<file path="src/rtl/core/bts_pkg.sv">
// Shared types and constants of the bilinear texture sampler.
`default_nettype none
package bts_pkg;

	// Item kinds on the mode field
	localparam logic [1:0] MODE_WRITE    = 2'd0;
	localparam logic [1:0] MODE_NEAREST  = 2'd1;
	localparam logic [1:0] MODE_BILINEAR = 2'd2;

	// Register indexes on the configuration port
	localparam logic [1:0] REG_TEX_WIDTH  = 2'd0;
	localparam logic [1:0] REG_TEX_HEIGHT = 2'd1;
	localparam logic [1:0] REG_WRAP_S     = 2'd2;
	localparam logic [1:0] REG_WRAP_T     = 2'd3;

	// Reset values of the registers
	localparam logic [6:0] TEX_SIZE_RST = 7'd64;

	// Command queue between front and back
	localparam int QDEPTH = 4;
	localparam int QPW    = 2;
	localparam int QCW    = 3;

	// Texel word: three Q8.8 channels, red in the top bits
	localparam int CHW   = 16;
	localparam int NCH   = 3;
	localparam int TEXW  = CHW * NCH;

	// Effective texture setup seen by the datapath
	typedef struct packed {
		logic [6:0] width;
		logic [6:0] height;
		logic       wrap_s;
		logic       wrap_t;
	} cfg_t;

endpackage
`default_nettype wire

</file>
<file path="src/rtl/core/bts_queue.sv">
// Small command queue between the sampler front and back.
`default_nettype none
module bts_queue #(
	parameter int WIDTH = 8
) (
	input  wire logic                     clk,
	input  wire logic                     arst_n,
	input  wire logic                     push,
	input  wire logic [WIDTH-1:0]         push_data,
	input  wire logic                     pop,
	output logic      [WIDTH-1:0]         head,
	output logic                          empty,
	output logic      [bts_pkg::QCW-1:0]  count
);

	logic [WIDTH-1:0]        slot_q [bts_pkg::QDEPTH];
	logic [bts_pkg::QPW-1:0] wr_ptr_q;
	logic [bts_pkg::QPW-1:0] rd_ptr_q;
	logic [bts_pkg::QCW-1:0] count_q;

	// Storage
	always_ff @(posedge clk) begin
		if (push) begin
			slot_q[wr_ptr_q] <= push_data;
		end
	end

	// Pointers and fill count
	always_ff @(posedge clk or negedge arst_n) begin
		if (!arst_n) begin
			wr_ptr_q <= '0;
			rd_ptr_q <= '0;
			count_q  <= '0;
		end else begin
			if (push) wr_ptr_q <= wr_ptr_q + 1'b1;
			if (pop)  rd_ptr_q <= rd_ptr_q + 1'b1;
			case ({push, pop})
				2'b10:   count_q <= count_q + 1'b1;
				2'b01:   count_q <= count_q - 1'b1;
				default: count_q <= count_q;
			endcase
		end
	end

	assign head  = slot_q[rd_ptr_q];
	assign empty = (count_q == '0);
	assign count = count_q;

endmodule
`default_nettype wire

</file>
<file path="config.mk">
export PLATFORM = sky130hd
export DESIGN_NAME = bts_queue
export DESIGN_NICKNAME = d
export VERILOG_FILES = /design/src/rtl/core/bts_pkg.sv /design/src/rtl/core/bts_queue.sv
export SDC_FILE = /design/constraint.sdc
export NUM_CORES = 1
export LEC_CHECK = 0
export BUFFER_PORTS_ARGS = -buffer_cell sky130_fd_sc_hd__buf_4
export CORE_UTILIZATION = 30
export CTS_CLUSTER_DIAMETER = 150
export DETAILED_ROUTE_END_ITERATION = 6
export PLACE_DENSITY = 0.55
export SETUP_SLACK_MARGIN = 0.05
export SLEW_MARGIN = 20
export SYNTH_ARGS = -nofsm -noshare
export SYNTH_HDL_FRONTEND = slang
export SYNTH_SLANG_ARGS = --single-unit
</file>
<file path="constraint.sdc">
create_clock -name clk -period 3.31 [get_ports clk]
set_input_delay 0.8275 -clock clk [delete_from_list [all_inputs] [get_ports clk]]
set_output_delay 0.8275 -clock clk [all_outputs]
set_load 0.05 [all_outputs]
</file>
==> metrics.yaml <==
place:
  placed_cell_area_um2: 1790
  place.gp.congestion: 0.633
  port_buffers: 23
  dp.cells: 166
  dpl.hpwl_um: 1740
critical_path:
  crit_slowest_cell: "dfrtp_1"
  critical_path.max_fanout: 10
  cp.required_ns: 2.48
  r2r_setup_slack_ns: 1.87
  r2r_end: "count[2]"
  crit_type: "reg -> out"
  reg2reg_from: "count[0]"
  cp-end-kind: "output pin"
  reg2reg_depth: 5
  cpPeakStageDelay_ns: 0.72
  crit_arrival_ns: 1.82
  path_cells: "mux4_2 > buf_4"
  start_kind: "flip-flop"
sta:
  finalHoldViolCount: 0
  fin_setup_tns_ns: 0
  tightest_slew_ns: 0.583
  report.final.slew_viol_count: 0
  period_share_pct: 80.1
  finalSetupViolCount: 0
  fmax_mhz: 377
  period_needed_ns: 2.65
  rsz0062_at_grt: "false"
  relSlewSlack_pct: 61.1
  clock_skew_ns: 0.00223
die:
  io_pins: 24
  die_y_um: 73.8
  dieArea_um2: 5440
  placementRows: 25
  coreArea_um2: 4850
  initial_core_util_pct: 31.9
  fp.dieW_um: 73.8
layout:
  nNetsFinal: 124
  final_util_pct: 38.5
  n_fill_cell: 454
  areaGrowthSynthToFinish_pct: 20.8
  fin_area_um2: 1870
  antennaDiodeCount: 0
  fin_cells: 174
  most-common-layout-cells: "32 x edfxtp_1, 23 x buf_4, 8 x mux4_2"
  drive_above_1_share_pct: 34.6
  final_common_cell: "edfxtp_1"
logic_synthesis:
  syn_area_per_cell_um2: 19.8
  synth_area_um2: 1550
  ys_warn_count: 0
  synth_cell_types: 15
  synthCells: 78
  seq_area_frac_synth_pct: 73.5
  syn_nets: 96
  synth_seq_cells: 39
power_and_ir_drop:
  leakage_nw: 0.699
  p_sw_share_pct: 40.6
  net-switching-power_uw: 737
  p_per_area_nw_per_um2: 972
  ir_worst_vdd_uv: 487
  p_comb_share_pct: 41.3
  power.share.sequential_pct: 42.0
  p_clk_share_pct: 16.7
  p_int_mw: 1.08
cts:
  post_cts_buffers: 0
  cts_tree: "yes"
  insertion_delay_ns: 0.29
  clock-sinks: 39
  holdBufCountCts: 0
  clock_path_buffers: 2
  cts-resized-gates: 0
  cts.htree.levels: 2
  cts_root_buf: "clkbuf_8"
  clk_pin_slew_ns: 0.07
  cts_buffers: 5
status:
  run_status: "completed"
run:
  max-cap-violations: 0
route:
  drc_errors: 0
  wirelength_um: 2580
  num_vias: 739
  drt-initial-drc-count: 26
  dr.pass1.iters: 3
  wl_per_cell_um: 14.8
  viasPerCell: 4.25
  antenna_left: 0
grt:
  grt_max_degree: 12
  grt_pass1_vias: 826
  grt_pass1_wl_um: 3970
  grt_usage_pct: 11.0
  antenna_found_initial: 0
  grt_overflow: 0
worst_hold_path:
  hold_path.class: "in -> async"
-- cell usage after synthesis (all sizes together) --
cell / count / area share (%)
nor3: 1 / 0.32
o21ai: 2 / 0.65
nor2: 1 / 0.24
xnor2: 2 / 1.1
inv: 6 / 1.5
and2: 4 / 1.6
dfrtp: 7 / 11
buf: 2 / 1.1
edfxtp: 32 / 62
xor2: 4 / 2.3
fa: 1 / 1.3
ha: 5 / 4.0
mux4: 8 / 12
nand2: 3 / 0.73
-- worst max path at each step --
stage           startpoint       to  slack, ns  cells past startpoint
6_report       rd_ptr_q[0]  head[0]       0.66                      2
5_1_grt        rd_ptr_q[0]  head[0]       0.56                      2
4_1_cts        rd_ptr_q[0]  head[0]       0.61                      2
3_5_place_dp   rd_ptr_q[0]  head[0]       0.94                      2
3_3_place_gp   rd_ptr_q[0]  head[0]       0.93                      2
2_1_floorplan     count[0]    empty       0.74                      1
-- kinds of logic (layout without fill, tap and decap cells) --
logic type / count (synthesis) / after routing / synth area share (%)
AND/OR/NAND/NOR: 9 / 9 / 2.91
multiplexers: 8 / 8 / 11.7
XOR/XNOR: 6 / 6 / 3.40
buffers and inverters: 8 / 37 / 2.51
flip-flops: 39 / 39 / 73.5
AO/OA/AOI/OAI: 2 / 2 / 0.648
adder cells (fa/ha/maj): 6 / 6 / 5.34
-- stage by stage --
stage | setup WS [ns] | total power [mW] | hold WS (ns)
after detailed placement | 0.938 | 1.54 | 0.497
after floorplan | 0.738 | 1.32 | 0.491
after global routing | 0.558 | 1.92 | 0.328
final | 0.659 | 1.82 | 0.339
after CTS | 0.610 | 1.84 | 0.331
after global placement | 0.934 | 1.52 | 0.489
-- worst max-delay path, delay by kind of cell, from the launching register on --
kind	cells	cell delay (ns)
flip-flops	1	0.72
multiplexers	1	0.61
buffers and inverters	1	0.21
-- cell type report --
cell class | instances | area, um^2 | area share (%)
inverter | 6 | 22.5 | 1.21
timing repair buffer | 23 | 173 | 9.25
sequential | 39 | 1140 | 60.9
multi-input combinational | 31 | 370 | 19.8
clock buffer | 7 | 76.3 | 4.09
tap | 67 | 83.8 | 4.49
clock inverter | 1 | 5.00 | 0.268
-- sequential cells by signal, summed over array words and instances, names as in the netlist --
register / count
count: 3
slot_q: 32
rd_ptr_q: 2
wr_ptr_q: 2
-- power groups by stage --
stage / Combinational, mW / Sequential, mW / Clock (mW)
6_report: 0.750 / 0.762 / 0.303
3_5_place_dp: 0.757 / 0.778 / 0
5_1_grt: 0.800 / 0.781 / 0.337
2_1_floorplan: 0.551 / 0.772 / 0
4_1_cts: 0.760 / 0.769 / 0.316
3_3_place_gp: 0.746 / 0.772 / 0
-- metal layers --
| metal | share of wire, % | vias to the layer above | track usage, % |
|---|---|---|---|
| met2 | 46 | 24 | 16.9 |
| met3 | 5.7 | 6 | 4.80 |
| met4 | 2.3 | 0 | 6.41 |
| li1 | - | 343 | - |
| met5 | 0 | - | 0 |
| met1 | 46 | 366 | 12.7 |
Note: power is estimated with default switching activity, not from simulation.
