**src/rtl/core/bts_pkg.sv**
```systemverilog
// Shared types and constants of the bilinear texture sampler.
`default_nettype none
package bts_pkg;

	// Item kinds on the mode field
	localparam logic [1:0] MODE_WRITE    = 2'd0;
	localparam logic [1:0] MODE_NEAREST  = 2'd1;
	localparam logic [1:0] MODE_BILINEAR = 2'd2;

	// Register indexes on the configuration port
	localparam logic [1:0] REG_TEX_WIDTH  = 2'd0;
	localparam logic [1:0] REG_TEX_HEIGHT = 2'd1;
	localparam logic [1:0] REG_WRAP_S     = 2'd2;
	localparam logic [1:0] REG_WRAP_T     = 2'd3;

	// Reset values of the registers
	localparam logic [6:0] TEX_SIZE_RST = 7'd64;

	// Command queue between front and back
	localparam int QDEPTH = 4;
	localparam int QPW    = 2;
	localparam int QCW    = 3;

	// Texel word: three Q8.8 channels, red in the top bits
	localparam int CHW   = 16;
	localparam int NCH   = 3;
	localparam int TEXW  = CHW * NCH;

	// Effective texture setup seen by the datapath
	typedef struct packed {
		logic [6:0] width;
		logic [6:0] height;
		logic       wrap_s;
		logic       wrap_t;
	} cfg_t;

endpackage
`default_nettype wire

```
**src/rtl/core/bts_front.sv**
```systemverilog
// Sampler front: takes words, scales coordinates, applies wrap, queues commands.
`default_nettype none
module bts_front #(
	parameter int XW = 6,
	parameter int YW = 6,
	parameter int EW = 1 + bts_pkg::TEXW + 2*XW + 2*YW + 32
) (
	input  wire logic                     clk,
	input  wire logic                     arst_n,
	input  wire bts_pkg::cfg_t            cfg,
	input  wire logic                     start,
	output logic                          busy,
	input  wire logic [1:0]               mode,
	input  wire logic [5:0]               texel_x,
	input  wire logic [5:0]               texel_y,
	input  wire logic [15:0]              in_red,
	input  wire logic [15:0]              in_green,
	input  wire logic [15:0]              in_blue,
	input  wire logic signed [19:0]       u_coord,
	input  wire logic signed [19:0]       v_coord,
	input  wire logic [bts_pkg::QCW-1:0]  q_count,
	output logic                          push,
	output logic [EW-1:0]                 push_data
);

	typedef struct packed {
		logic                     is_wr;
		logic [bts_pkg::TEXW-1:0] data;
		logic [XW-1:0]            x0;
		logic [XW-1:0]            x1;
		logic [YW-1:0]            y0;
		logic [YW-1:0]            y1;
		logic [15:0]              fx;
		logic [15:0]              fy;
	} entry_t;

	typedef struct packed {
		logic [6:0]  p0;
		logic [6:0]  p1;
		logic [15:0] f;
	} axis_t;

	// Floor of the scaled coordinate, its neighbor, wrap and fraction
	function automatic axis_t wrap_axis(logic signed [27:0] full, logic [22:0] frac,
			logic [6:0] n, logic clamp, logic bil);
		logic signed [27:0] s;
		logic signed [23:0] sf;
		logic signed [12:0] i0;
		logic signed [12:0] i1;
		logic signed [12:0] lim;
		logic signed [7:0]  j;
		logic signed [7:0]  j1;
		logic [6:0]         nm1;
		axis_t              r;
		s   = full - (bil ? 28'sd32768 : 28'sd0);
		sf  = $signed({1'b0, frac}) - (bil ? 24'sd32768 : 24'sd0);
		i0  = $signed({s[27], s[27:16]});
		i1  = i0 + 13'sd1;
		j   = $signed(sf[23:16]);
		j1  = j + 8'sd1;
		nm1 = n - 7'd1;
		lim = $signed({6'b0, nm1});
		if (clamp) begin
			r.p0 = (i0 < 13'sd0) ? 7'd0 : ((i0 > lim) ? nm1 : i0[6:0]);
			r.p1 = (i1 < 13'sd0) ? 7'd0 : ((i1 > lim) ? nm1 : i1[6:0]);
		end else begin
			// fractional part of u*n lands one below zero or up to n
			r.p0 = (j < 8'sd0) ? nm1 : j[6:0];
			r.p1 = (j1[6:0] == n) ? 7'd0 : j1[6:0];
		end
		if (!bil) r.p1 = r.p0;
		r.f = bil ? s[15:0] : 16'd0;
		return r;
	endfunction

	logic accept;
	logic v_s1;
	logic [1:0] mode_s1;
	logic signed [27:0] u_full_s1;
	logic signed [27:0] v_full_s1;
	logic [22:0] u_frac_s1;
	logic [22:0] v_frac_s1;
	logic [bts_pkg::TEXW-1:0] wdata_s1;
	logic [5:0] wx_s1;
	logic [5:0] wy_s1;
	logic wok_s1;

	logic v_s2;
	entry_t entry_s2;
	entry_t entry_nx;
	axis_t ax;
	axis_t ay;
	logic bil;
	logic keep;
	logic [3:0] occupancy;

	// Queue room covers the words still in the two front stages
	assign occupancy = 4'(q_count) + 4'(v_s1) + 4'(v_s2);
	assign busy = (occupancy >= 4'(bts_pkg::QDEPTH));
	assign accept = start && !busy;

	// Stage 1: scale coordinates, check write bounds
	always_ff @(posedge clk or negedge arst_n) begin
		if (!arst_n) begin
			v_s1 <= 1'b0;
		end else begin
			v_s1 <= accept;
		end
	end

	always_ff @(posedge clk) begin
		if (accept) begin
			mode_s1   <= mode;
			u_full_s1 <= u_coord * $signed({1'b0, cfg.width});
			v_full_s1 <= v_coord * $signed({1'b0, cfg.height});
			u_frac_s1 <= 23'(u_coord[15:0]) * 23'(cfg.width);
			v_frac_s1 <= 23'(v_coord[15:0]) * 23'(cfg.height);
			wdata_s1  <= {in_red, in_green, in_blue};
			wx_s1     <= texel_x;
			wy_s1     <= texel_y;
			wok_s1    <= ({1'b0, texel_x} < cfg.width) && ({1'b0, texel_y} < cfg.height);
		end
	end

	// Stage 2: wrap and build the command
	assign bil = (mode_s1 == bts_pkg::MODE_BILINEAR);
	assign ax  = wrap_axis(u_full_s1, u_frac_s1, cfg.width, cfg.wrap_s, bil);
	assign ay  = wrap_axis(v_full_s1, v_frac_s1, cfg.height, cfg.wrap_t, bil);

	always_comb begin
		entry_nx.is_wr = (mode_s1 == bts_pkg::MODE_WRITE);
		entry_nx.data  = wdata_s1;
		entry_nx.fx    = ax.f;
		entry_nx.fy    = ay.f;
		if (entry_nx.is_wr) begin
			entry_nx.x0 = XW'(wx_s1);
			entry_nx.x1 = XW'(wx_s1);
			entry_nx.y0 = YW'(wy_s1);
			entry_nx.y1 = YW'(wy_s1);
		end else begin
			entry_nx.x0 = XW'(ax.p0);
			entry_nx.x1 = XW'(ax.p1);
			entry_nx.y0 = YW'(ay.p0);
			entry_nx.y1 = YW'(ay.p1);
		end
		case (mode_s1)
			bts_pkg::MODE_WRITE:    keep = wok_s1;
			bts_pkg::MODE_NEAREST:  keep = 1'b1;
			bts_pkg::MODE_BILINEAR: keep = 1'b1;
			default:                keep = 1'b0;
		endcase
	end

	always_ff @(posedge clk or negedge arst_n) begin
		if (!arst_n) begin
			v_s2 <= 1'b0;
		end else begin
			v_s2 <= v_s1 && keep;
		end
	end

	always_ff @(posedge clk) begin
		if (v_s1) begin
			entry_s2 <= entry_nx;
		end
	end

	assign push      = v_s2;
	assign push_data = entry_s2;

endmodule
`default_nettype wire

```
**config.mk**
```make
export PLATFORM = sky130hd
export DESIGN_NAME = bts_front
export DESIGN_NICKNAME = d
export VERILOG_FILES = /design/src/rtl/core/bts_pkg.sv /design/src/rtl/core/bts_front.sv
export SDC_FILE = /design/constraint.sdc
export NUM_CORES = 1
export LEC_CHECK = 0
export BUFFER_PORTS_ARGS = -buffer_cell sky130_fd_sc_hd__buf_2
export CORE_ASPECT_RATIO = 0.75
export CORE_UTILIZATION = 35
export CTS_BUF_LIST = sky130_fd_sc_hd__clkbuf_2 sky130_fd_sc_hd__clkbuf_4 sky130_fd_sc_hd__clkbuf_8
export DETAILED_ROUTE_END_ITERATION = 16
export GPL_ROUTABILITY_DRIVEN = 0
export PLACE_DENSITY = 0.56
export SKIP_LAST_GASP = 1
export SLEW_MARGIN = 20
export SYNTH_ARGS = -nofsm -noshare
export SYNTH_HDL_FRONTEND = slang
export SYNTH_SLANG_ARGS = --single-unit
```
**constraint.sdc**
```tcl
create_clock -name clk -period 10.1 [get_ports clk]
set_input_delay 1.515 -clock clk [delete_from_list [all_inputs] [get_ports clk]]
set_output_delay 1.515 -clock clk [all_outputs]
set_load 0.01 [all_outputs]
```
==> flow_results.xml, run 1 <==
<?xml version="1.0" encoding="UTF-8"?>
<metrics>
  <group name="synthesis">
    <metric name="cell_area_after_synthesis" unit="sq um">26800</metric>
    <metric name="synth.area.top_cells" unit="">edfxtp_1 27%, fa_1 26%, ha_1 11%</metric>
    <metric name="postSynth.topFlopCell" unit="">edfxtp_1</metric>
    <metric name="synthMuxAreaShare" unit="%">0.999</metric>
    <metric name="synthDominantAreaCellType" unit="">edfxtp_1</metric>
    <metric name="synth-edff-count" unit="">240</metric>
    <metric name="synth_compound_gate_area_share" unit="%">7.63</metric>
    <metric name="ys_seq_area_share" unit="%">27.1</metric>
    <metric name="synth-simple-area-share" unit="%">13.3</metric>
    <metric name="synth-xor-area-share" unit="%">4.24</metric>
    <metric name="post_synth_inst_count" unit="">2616</metric>
    <metric name="ys_async_sr_fraction" unit="%">0.826</metric>
    <metric name="synthDominantCellAreaShare" unit="%">26.9</metric>
    <metric name="syn_area_per_cell" unit="sq um">10.2</metric>
    <metric name="synth_adder_area_share" unit="%">37.4</metric>
    <metric name="yosys.cell_types.count" unit="">84</metric>
    <metric name="post_syn_nets" unit="">3332</metric>
    <metric name="synth_warnings" unit="">0</metric>
    <metric name="ys_ff_latch" unit="">242</metric>
    <metric name="synth_top_family_by_area" unit="">adder cells</metric>
  </group>
  <group name="floorplan">
    <metric name="number_of_core_rows" unit="">87</metric>
    <metric name="die_height" unit="microns">242</metric>
    <metric name="design.die.area" unit="sq um">77700</metric>
    <metric name="floorplan_core_area" unit="sq um">75400</metric>
    <metric name="initial_utilization" unit="%">35.5</metric>
    <metric name="die_width" unit="microns">322</metric>
    <metric name="boundaryPins" unit="">231</metric>
  </group>
  <group name="worst_setup_path">
    <metric name="worst-setup-path-type" unit="">primary input to flop</metric>
    <metric name="cp.buffers_inverters" unit="">1</metric>
    <metric name="path_delay_family" unit="">compound AO/OA/AOI/OAI gates</metric>
    <metric name="reg2reg_from" unit="">mode_s1[0]</metric>
    <metric name="timing.rr.end" unit="">push_data[47]</metric>
    <metric name="timing.reg2reg.setup_slack" unit="ns">4.83</metric>
    <metric name="path_common_cell" unit="">fa_1</metric>
    <metric name="crit_path_start_kind" unit="">primary input</metric>
    <metric name="worst_setup_path_startpoint" unit="">cfg[11]</metric>
    <metric name="cpPeakStageDelay" unit="ns">0.58</metric>
    <metric name="worst-path-stages" unit="">16</metric>
    <metric name="cp-endpoint" unit="">u_full_s1[26]</metric>
    <metric name="crit_slowest_cell" unit="">fa_1</metric>
    <metric name="crit_path_max_fanout" unit="">25</metric>
    <metric name="worstPathCellList" unit="">buf_2 &gt; and2_1 &gt; fa_1 &gt; fa_1 &gt; fa_1 &gt; fa_1 &gt; ha_1 &gt; o21ai_0 &gt; nor4_1 &gt; o31ai_1 &gt; a21oi_1 &gt; o211ai_1 &gt; a21oi_1 &gt; o41ai_1 &gt; nand3_1 &gt; o311ai_0</metric>
    <metric name="cp.required" unit="ns">10.50</metric>
    <metric name="critical_path.endpoint_type" unit="">flop</metric>
    <metric name="arrival" unit="ns">7.17</metric>
    <metric name="ff2ff_path_depth" unit="">15</metric>
  </group>
  <group name="drt">
    <metric name="vias" unit="">18592</metric>
    <metric name="routed_wirelength" unit="microns">68000</metric>
    <metric name="route.antenna.remaining_nets" unit="">0</metric>
    <metric name="wl_per_cell" unit="microns">17.4</metric>
    <metric name="drcViolationCount" unit="">0</metric>
    <metric name="drt_first_pass_iters" unit="">5</metric>
    <metric name="dr.first_iter.drc_count" unit="">1235</metric>
    <metric name="vias_per_cell" unit="">4.77</metric>
  </group>
  <group name="cells_and_area">
    <metric name="final_area" unit="sq um">30000</metric>
    <metric name="syn_to_final_growth" unit="%">11.7</metric>
    <metric name="ratio_of_cells_with_drive_above_1_in_the_final_layout" unit="%">11.9</metric>
    <metric name="final_nets" unit="">3549</metric>
    <metric name="n_fill_cell" unit="">7445</metric>
    <metric name="instances_no_fill" unit="">3894</metric>
  </group>
  <group name="grt">
    <metric name="grt_pass1_vias" unit="">18672</metric>
    <metric name="grt_pass1_wl" unit="microns">108000</metric>
    <metric name="initial_antenna_violation_count" unit="">10</metric>
    <metric name="groute.layer.met1.usage" unit="%">27.6</metric>
    <metric name="met2_usage" unit="%">24.9</metric>
    <metric name="grt_start_max_net_pins" unit="">70</metric>
    <metric name="grt_use_total" unit="%">17.8</metric>
    <metric name="grt-busiest-layer" unit="">met1</metric>
    <metric name="globalRouteOverflowTotal" unit="">0</metric>
    <metric name="met3_usage" unit="%">4.16</metric>
  </group>
  <group name="cts">
    <metric name="cts-hold-fix-buffers" unit="">0</metric>
    <metric name="root_buffer_selected_by_cts" unit="">clkbuf_8</metric>
    <metric name="cts_repair_resize_count" unit="">0</metric>
    <metric name="clk_pin_slew" unit="ns">0.06</metric>
    <metric name="clock_latency" unit="ns">0.64</metric>
    <metric name="cts_inserted_buffers" unit="">44</metric>
    <metric name="buffer_depth_of_the_longest_clock_path" unit="">3</metric>
    <metric name="tritoncts_clock_tree" unit="">done</metric>
    <metric name="htree_levels" unit="">2</metric>
    <metric name="tritoncts_num_sinks" unit="">242</metric>
    <metric name="cts.repair_timing.setup_buffer_count" unit="">0</metric>
  </group>
  <group name="place">
    <metric name="detailedPlace.worstSlack" unit="ns">2.70</metric>
    <metric name="placement.io_buffers" unit="">230</metric>
    <metric name="dpl.cell_count" unit="">3810</metric>
    <metric name="dpl_cell_area" unit="sq um">29000</metric>
    <metric name="place.detailed.hpwl" unit="microns">54400</metric>
  </group>
  <group name="sta">
    <metric name="unrepaired_setup_endpoints_after_global_routing" unit="">false</metric>
    <metric name="totalNegativeSetupSlack" unit="ns">0</metric>
    <metric name="max_slew_margin" unit="%">38.7</metric>
    <metric name="worst_pin_slew" unit="ns">0.920</metric>
    <metric name="timing.final.setup_violations" unit="">0</metric>
    <metric name="clock.fmax" unit="MHz">148</metric>
    <metric name="final.min_clock_period" unit="ns">6.77</metric>
    <metric name="clock_skew" unit="ns">0.0394</metric>
    <metric name="min_period_over_period" unit="%">67.0</metric>
    <metric name="timing_hold_violations_final" unit="">0</metric>
    <metric name="final-max-slew-violation-count" unit="">0</metric>
    <metric name="final_critical_path_setup_slack" unit="ns">3.33</metric>
  </group>
  <group name="pwr">
    <metric name="p_int" unit="mW">3.57</metric>
    <metric name="seqPwrFrac" unit="%">24.6</metric>
    <metric name="static-leakage-power" unit="nW">14.3</metric>
    <metric name="power.switching_fraction" unit="%">43.4</metric>
    <metric name="net_sw_power" unit="mW">2.74</metric>
    <metric name="vdd.ir_drop.worst" unit="mV">0.103</metric>
    <metric name="powerDensity" unit="nW/um^2">210</metric>
    <metric name="pwr-share-clk" unit="%">15.8</metric>
    <metric name="share_comb_of_total_power" unit="%">59.6</metric>
  </group>
  <group name="outcome">
    <metric name="status" unit="">finished clean</metric>
  </group>
  <group name="min_path">
    <metric name="hold_class" unit="">flop to flop</metric>
  </group>
  <group name="flow_run">
    <metric name="timing.max_cap.violations" unit="">0</metric>
  </group>
</metrics>
[state kept, by name, indices dropped and copies added (netlist names)]
| signal | cells |
|---|---|
| u_frac_s1 | 8 |
| push | 1 |
| u_full_s1 | 28 |
| push_data | 105 |
| mode_s1 | 2 |
| v_frac_s1 | 8 |
| wy_s1 | 6 |
| wdata_s1 | 48 |
| wx_s1 | 6 |
| wok_s1 | 1 |
| v_full_s1 | 28 |
| v_s1 | 1 |
[cells in the mapped netlist, types with 6 or more instances]
library cell    n
a211oi_1       17
a21boi_0        6
a21o_1         23
a21oi_1        70
a31oi_1        15
and2_1        186
and3_1         18
clkbuf_1       59
edfxtp_1      240
fa_1          348
ha_1          244
inv_1         600
mux2_2          6
mux2i_1        20
nand2_1       193
nand2b_1       21
nand3_1        40
nand4_1        12
nor2_1         74
nor2b_1        26
nor3_1         38
nor3b_1         6
nor4b_1         7
o211ai_1       11
o21a_1         26
o21ai_0        37
o21bai_1        6
o22ai_1         6
o31ai_1        16
or3_1           9
xnor2_1        92
xor2_1         30
[placed cells by master, fill, tap and decap left out, types with 17 or more instances in the layout]
| cell | count |
|---|---|
| ha_1 | 243 |
| o21ai_0 | 37 |
| mux2i_1 | 20 |
| a21oi_1 | 70 |
| and3_1 | 18 |
| nor2b_1 | 26 |
| nor2_1 | 73 |
| xnor2_1 | 92 |
| o21a_1 | 26 |
| and2_1 | 186 |
| a21o_1 | 23 |
| nor3_1 | 38 |
| clkbuf_8 | 45 |
| nand2_1 | 193 |
| edfxtp_1 | 240 |
| fa_1 | 348 |
| buf_2 | 230 |
| inv_1 | 600 |
| xor2_1 | 30 |
| nand3_1 | 40 |
| nand2b_1 | 21 |
| a211oi_1 | 17 |
[power by group through the flow]
stage          sequential, mW  combinational, mW  clock [mW]
3_5_place_dp             1.57               3.74           0
3_3_place_gp             1.57               3.74           0
5_1_grt                  1.58               4.29        1.08
4_1_cts                  1.55               3.78        1.04
2_1_floorplan            1.52               2.85           0
6_report                 1.55               3.75       0.997
[worst register-to-register path, cell delays in order, from the launching register on]
cell      delay [ns]
edfxtp_1        0.40
inv_1           0.10
ha_2            0.56
ha_1            0.43
or4b_2          0.65
nor3_1          0.24
nor2_1          0.14
nor4_1          0.44
xnor2_1         0.21
ha_1            0.34
nand3_1         0.08
o22ai_1         0.11
a21oi_1         0.08
nor3_2          0.54
mux2i_1         0.24
a221oi_1        0.48
[per-layer routing]
| metal | vias to the layer above | share of wire, % | routed length, microns |
|---|---|---|---|
| met5 | - | 0.069 | 47 |
| met4 | 8 | 1.5 | 987 |
| met3 | 72 | 8.0 | 5410 |
| met2 | 546 | 40 | 26900 |
| met1 | 9035 | 51 | 34600 |
| li1 | 8931 | - | - |
[layout make-up]
cell class / count / area [sq um] / share of cell area, %
repair buffers: 236 / 1200 / 3.99
diodes: 6 / 15.0 / 0.0501
well taps: 1023 / 1280 / 4.27
multi-input cells: 1709 / 17000 / 56.9
clock buffers: 59 / 724 / 2.42
inverters: 600 / 2250 / 7.52
clock inverters: 19 / 188 / 0.626
flip-flops and latches: 242 / 7260 / 24.2
[worst min-delay path by stage]
stage                             from              to  slack (ns)  depth (start not counted)
after floorplan           wdata_s1[44]  push_data[100]        0.40                          0
final                     wdata_s1[27]   push_data[83]        0.42                          0
after global placement    wdata_s1[37]   push_data[93]        0.40                          0
after detailed placement  wdata_s1[10]   push_data[66]        0.40                          0
after global routing      wdata_s1[17]   push_data[73]        0.42                          0
after CTS                 wdata_s1[27]   push_data[83]        0.42                          0
[per-stage QoR]
stage | hold slack (ns) | power [mW] | utilization, %
CTS | 0.418 | 6.37 | 39.7
finish | 0.417 | 6.30 | 39.7
global placement | 0.400 | 5.31 | 38.5
floorplan | 0.400 | 4.37 | -
global route | 0.420 | 6.95 | 39.7
detailed placement | 0.405 | 5.31 | 38.5
[kinds of logic (layout without fill, tap and decap cells)]
family,after synthesis,count (layout)
adders and majority gates,592,592
AOI/OAI and AO/OA,295,295
xor gates and xnor gates,125,125
buffers and inverters,665,914
and+or+nand+nor,671,671
muxes,26,26
DFF,242,242
other,0,6
Note: power is estimated with default switching activity, not from simulation.
==> run 2: changes to the inputs <==
PLACE_DENSITY = 0.57   (was 0.56)
clock period = 5.92 ns   (was 10.1 ns; I/O delays follow)
==> flow_results.xml, run 2 (synthesis gave the netlist of run 1 again) <==
<?xml version="1.0" encoding="UTF-8"?>
<metrics>
  <group name="floorplan">
    <metric name="design.die.area" unit="sq um">77700</metric>
    <metric name="die_height" unit="microns">242</metric>
    <metric name="die_width" unit="microns">322</metric>
    <metric name="floorplan_core_area" unit="sq um">75400</metric>
    <metric name="boundaryPins" unit="">231</metric>
    <metric name="number_of_core_rows" unit="">87</metric>
    <metric name="initial_utilization" unit="%">35.5</metric>
  </group>
  <group name="cells_and_area">
    <metric name="layout_commonest_cell" unit="">inv_1</metric>
    <metric name="final_nets" unit="">3706</metric>
    <metric name="ratio_of_cells_with_drive_above_1_in_the_final_layout" unit="%">16.5</metric>
    <metric name="largest_register_ffs" unit="">105</metric>
    <metric name="layout.cells.most_common_list" unit="">600 x inv_1, 348 x fa_1, 242 x ha_1</metric>
    <metric name="syn_to_final_growth" unit="%">16.8</metric>
  </group>
  <group name="pwr">
    <metric name="vdd.ir_drop.worst" unit="mV">0.191</metric>
    <metric name="static-leakage-power" unit="nW">15.1</metric>
    <metric name="powerDensity" unit="nW/um^2">362</metric>
    <metric name="total_power_consumption_of_the_routed_design" unit="mW">11.3</metric>
  </group>
  <group name="sta">
    <metric name="min_period_over_period" unit="%">93.8</metric>
    <metric name="totalNegativeSetupSlack" unit="ns">0</metric>
    <metric name="final.min_clock_period" unit="ns">5.55</metric>
    <metric name="final-max-slew-violation-count" unit="">0</metric>
    <metric name="max_slew_margin" unit="%">33.7</metric>
    <metric name="clock_skew" unit="ns">0.0218</metric>
    <metric name="final_critical_path_setup_slack" unit="ns">0.369</metric>
    <metric name="unrepaired_setup_endpoints_after_global_routing" unit="">false</metric>
    <metric name="timing.final.setup_violations" unit="">0</metric>
    <metric name="worst_pin_slew" unit="ns">0.994</metric>
    <metric name="timing_hold_violations_final" unit="">0</metric>
    <metric name="clock.fmax" unit="MHz">180</metric>
  </group>
  <group name="drt">
    <metric name="route.antenna.remaining_nets" unit="">0</metric>
    <metric name="wl_per_cell" unit="microns">17.1</metric>
    <metric name="dr.first_iter.drc_count" unit="">1073</metric>
    <metric name="routed_wirelength" unit="microns">69300</metric>
    <metric name="drt_first_pass_iters" unit="">5</metric>
    <metric name="drcViolationCount" unit="">0</metric>
    <metric name="vias" unit="">19069</metric>
    <metric name="vias_per_cell" unit="">4.71</metric>
  </group>
  <group name="cts">
    <metric name="clock_latency" unit="ns">0.62</metric>
    <metric name="tritoncts_clock_tree" unit="">done</metric>
    <metric name="tritoncts_num_sinks" unit="">242</metric>
    <metric name="cts.repair_timing.setup_buffer_count" unit="">0</metric>
    <metric name="buffer_depth_of_the_longest_clock_path" unit="">3</metric>
    <metric name="clk_pin_slew" unit="ns">0.06</metric>
    <metric name="cts_inserted_buffers" unit="">45</metric>
    <metric name="htree_levels" unit="">2</metric>
    <metric name="root_buffer_selected_by_cts" unit="">clkbuf_8</metric>
  </group>
  <group name="place">
    <metric name="place.detailed.hpwl" unit="microns">58000</metric>
    <metric name="detailedPlace.worstSlack" unit="ns">-0.207</metric>
    <metric name="placement.io_buffers" unit="">230</metric>
  </group>
  <group name="worst_setup_path">
    <metric name="cp.required" unit="ns">6.24</metric>
    <metric name="arrival" unit="ns">5.88</metric>
    <metric name="worst-setup-path-type" unit="">primary input to flop</metric>
    <metric name="crit_path_start_kind" unit="">primary input</metric>
    <metric name="crit_path_max_fanout" unit="">5</metric>
    <metric name="critical_path.endpoint_type" unit="">flop</metric>
  </group>
  <group name="grt">
    <metric name="grt_start_max_net_pins" unit="">71</metric>
    <metric name="initial_antenna_violation_count" unit="">5</metric>
    <metric name="grt_use_total" unit="%">18.2</metric>
    <metric name="grt_pass1_wl" unit="microns">111000</metric>
    <metric name="grt_pass1_vias" unit="">19525</metric>
    <metric name="globalRouteOverflowTotal" unit="">0</metric>
  </group>
  <group name="flow_run">
    <metric name="timing.max_cap.violations" unit="">0</metric>
  </group>
  <group name="outcome">
    <metric name="status" unit="">finished clean</metric>
  </group>
  <group name="min_path">
    <metric name="hold_class" unit="">flop to flop</metric>
  </group>
</metrics>
run 2: timing repair:
item	in CTS	in global routing
endpoints found under the hold margin	2	0
hold buffers	1	0
resized for setup	0	1
setup endpoints to repair	0	1
run 2: area by class of cell:
cell class	instances	area, sq um
clock inverter	22	282
tap	1023	1280
multi-input combinational	1709	17100
antenna	2	5.00
inverter	600	2250
clock buffer	59	724
sequential	242	7260
timing repair buffer	392	2430
fill	7447	44100
run 2: final timing paths:
path | startpoint | to | slack (ns) | depth (start not counted)
worst max-delay path | cfg[4] | v_full_s1[26] | 0.37 | 18
worst min-delay path | wdata_s1[18] | push_data[74] | 0.41 | 0
worst max register to register | mode_s1[0] | push_data[37] | 0.81 | 18
worst min register to register | wdata_s1[18] | push_data[74] | 0.41 | 0
max in group asynchronous | arst_n | v_s1 | 5.18 | 2
min in group asynchronous | arst_n | v_s1 | 0.64 | 2
run 2: critical path, cell delays in order:
cell and delay [ns]:
buf_2 0.14, and2_1 0.17, fa_1 0.54, inv_1 0.06, fa_1 0.53, inv_1 0.05
fa_1 0.45, fa_1 0.54, ha_4 0.22, a211oi_2 0.23, inv_1 0.08, o211a_1 0.24
o21ai_1 0.25, a21oi_1 0.14, o31ai_1 0.34, a21oi_1 0.15, and4b_1 0.19, or4b_2 0.66
run 2: stage by stage:
step | hold WS, ns | area (sq um) | util, % | std cells
floorplan | 0.400 | 26900 | - | 2616
global placement | 0.400 | 30300 | 40.1 | 3965
detailed placement | 0.405 | 30300 | 40.1 | 3965
CTS | 0.392 | 31300 | 41.5 | 4047
global route | 0.409 | 31300 | 41.5 | 4047
finish | 0.415 | 31300 | 41.5 | 4049
run 2: power by group:
part,internal [mW],total [mW],switching [mW]
logic,3.07,6.83,3.76
registers,2.42,2.65,0.229
clock network,1.07,1.84,0.767
total,6.56,11.3,4.76
run 2: per-layer routing:
layer / up-vias / GRT usage, % / wire length (microns)
met2: 471 / 25.7 / 27500
met1: 9278 / 28.3 / 35900
met5: - / 0 / 34
met4: 6 / 3.24 / 973
met3: 66 / 4.25 / 4980
li1: 9248 / - / -
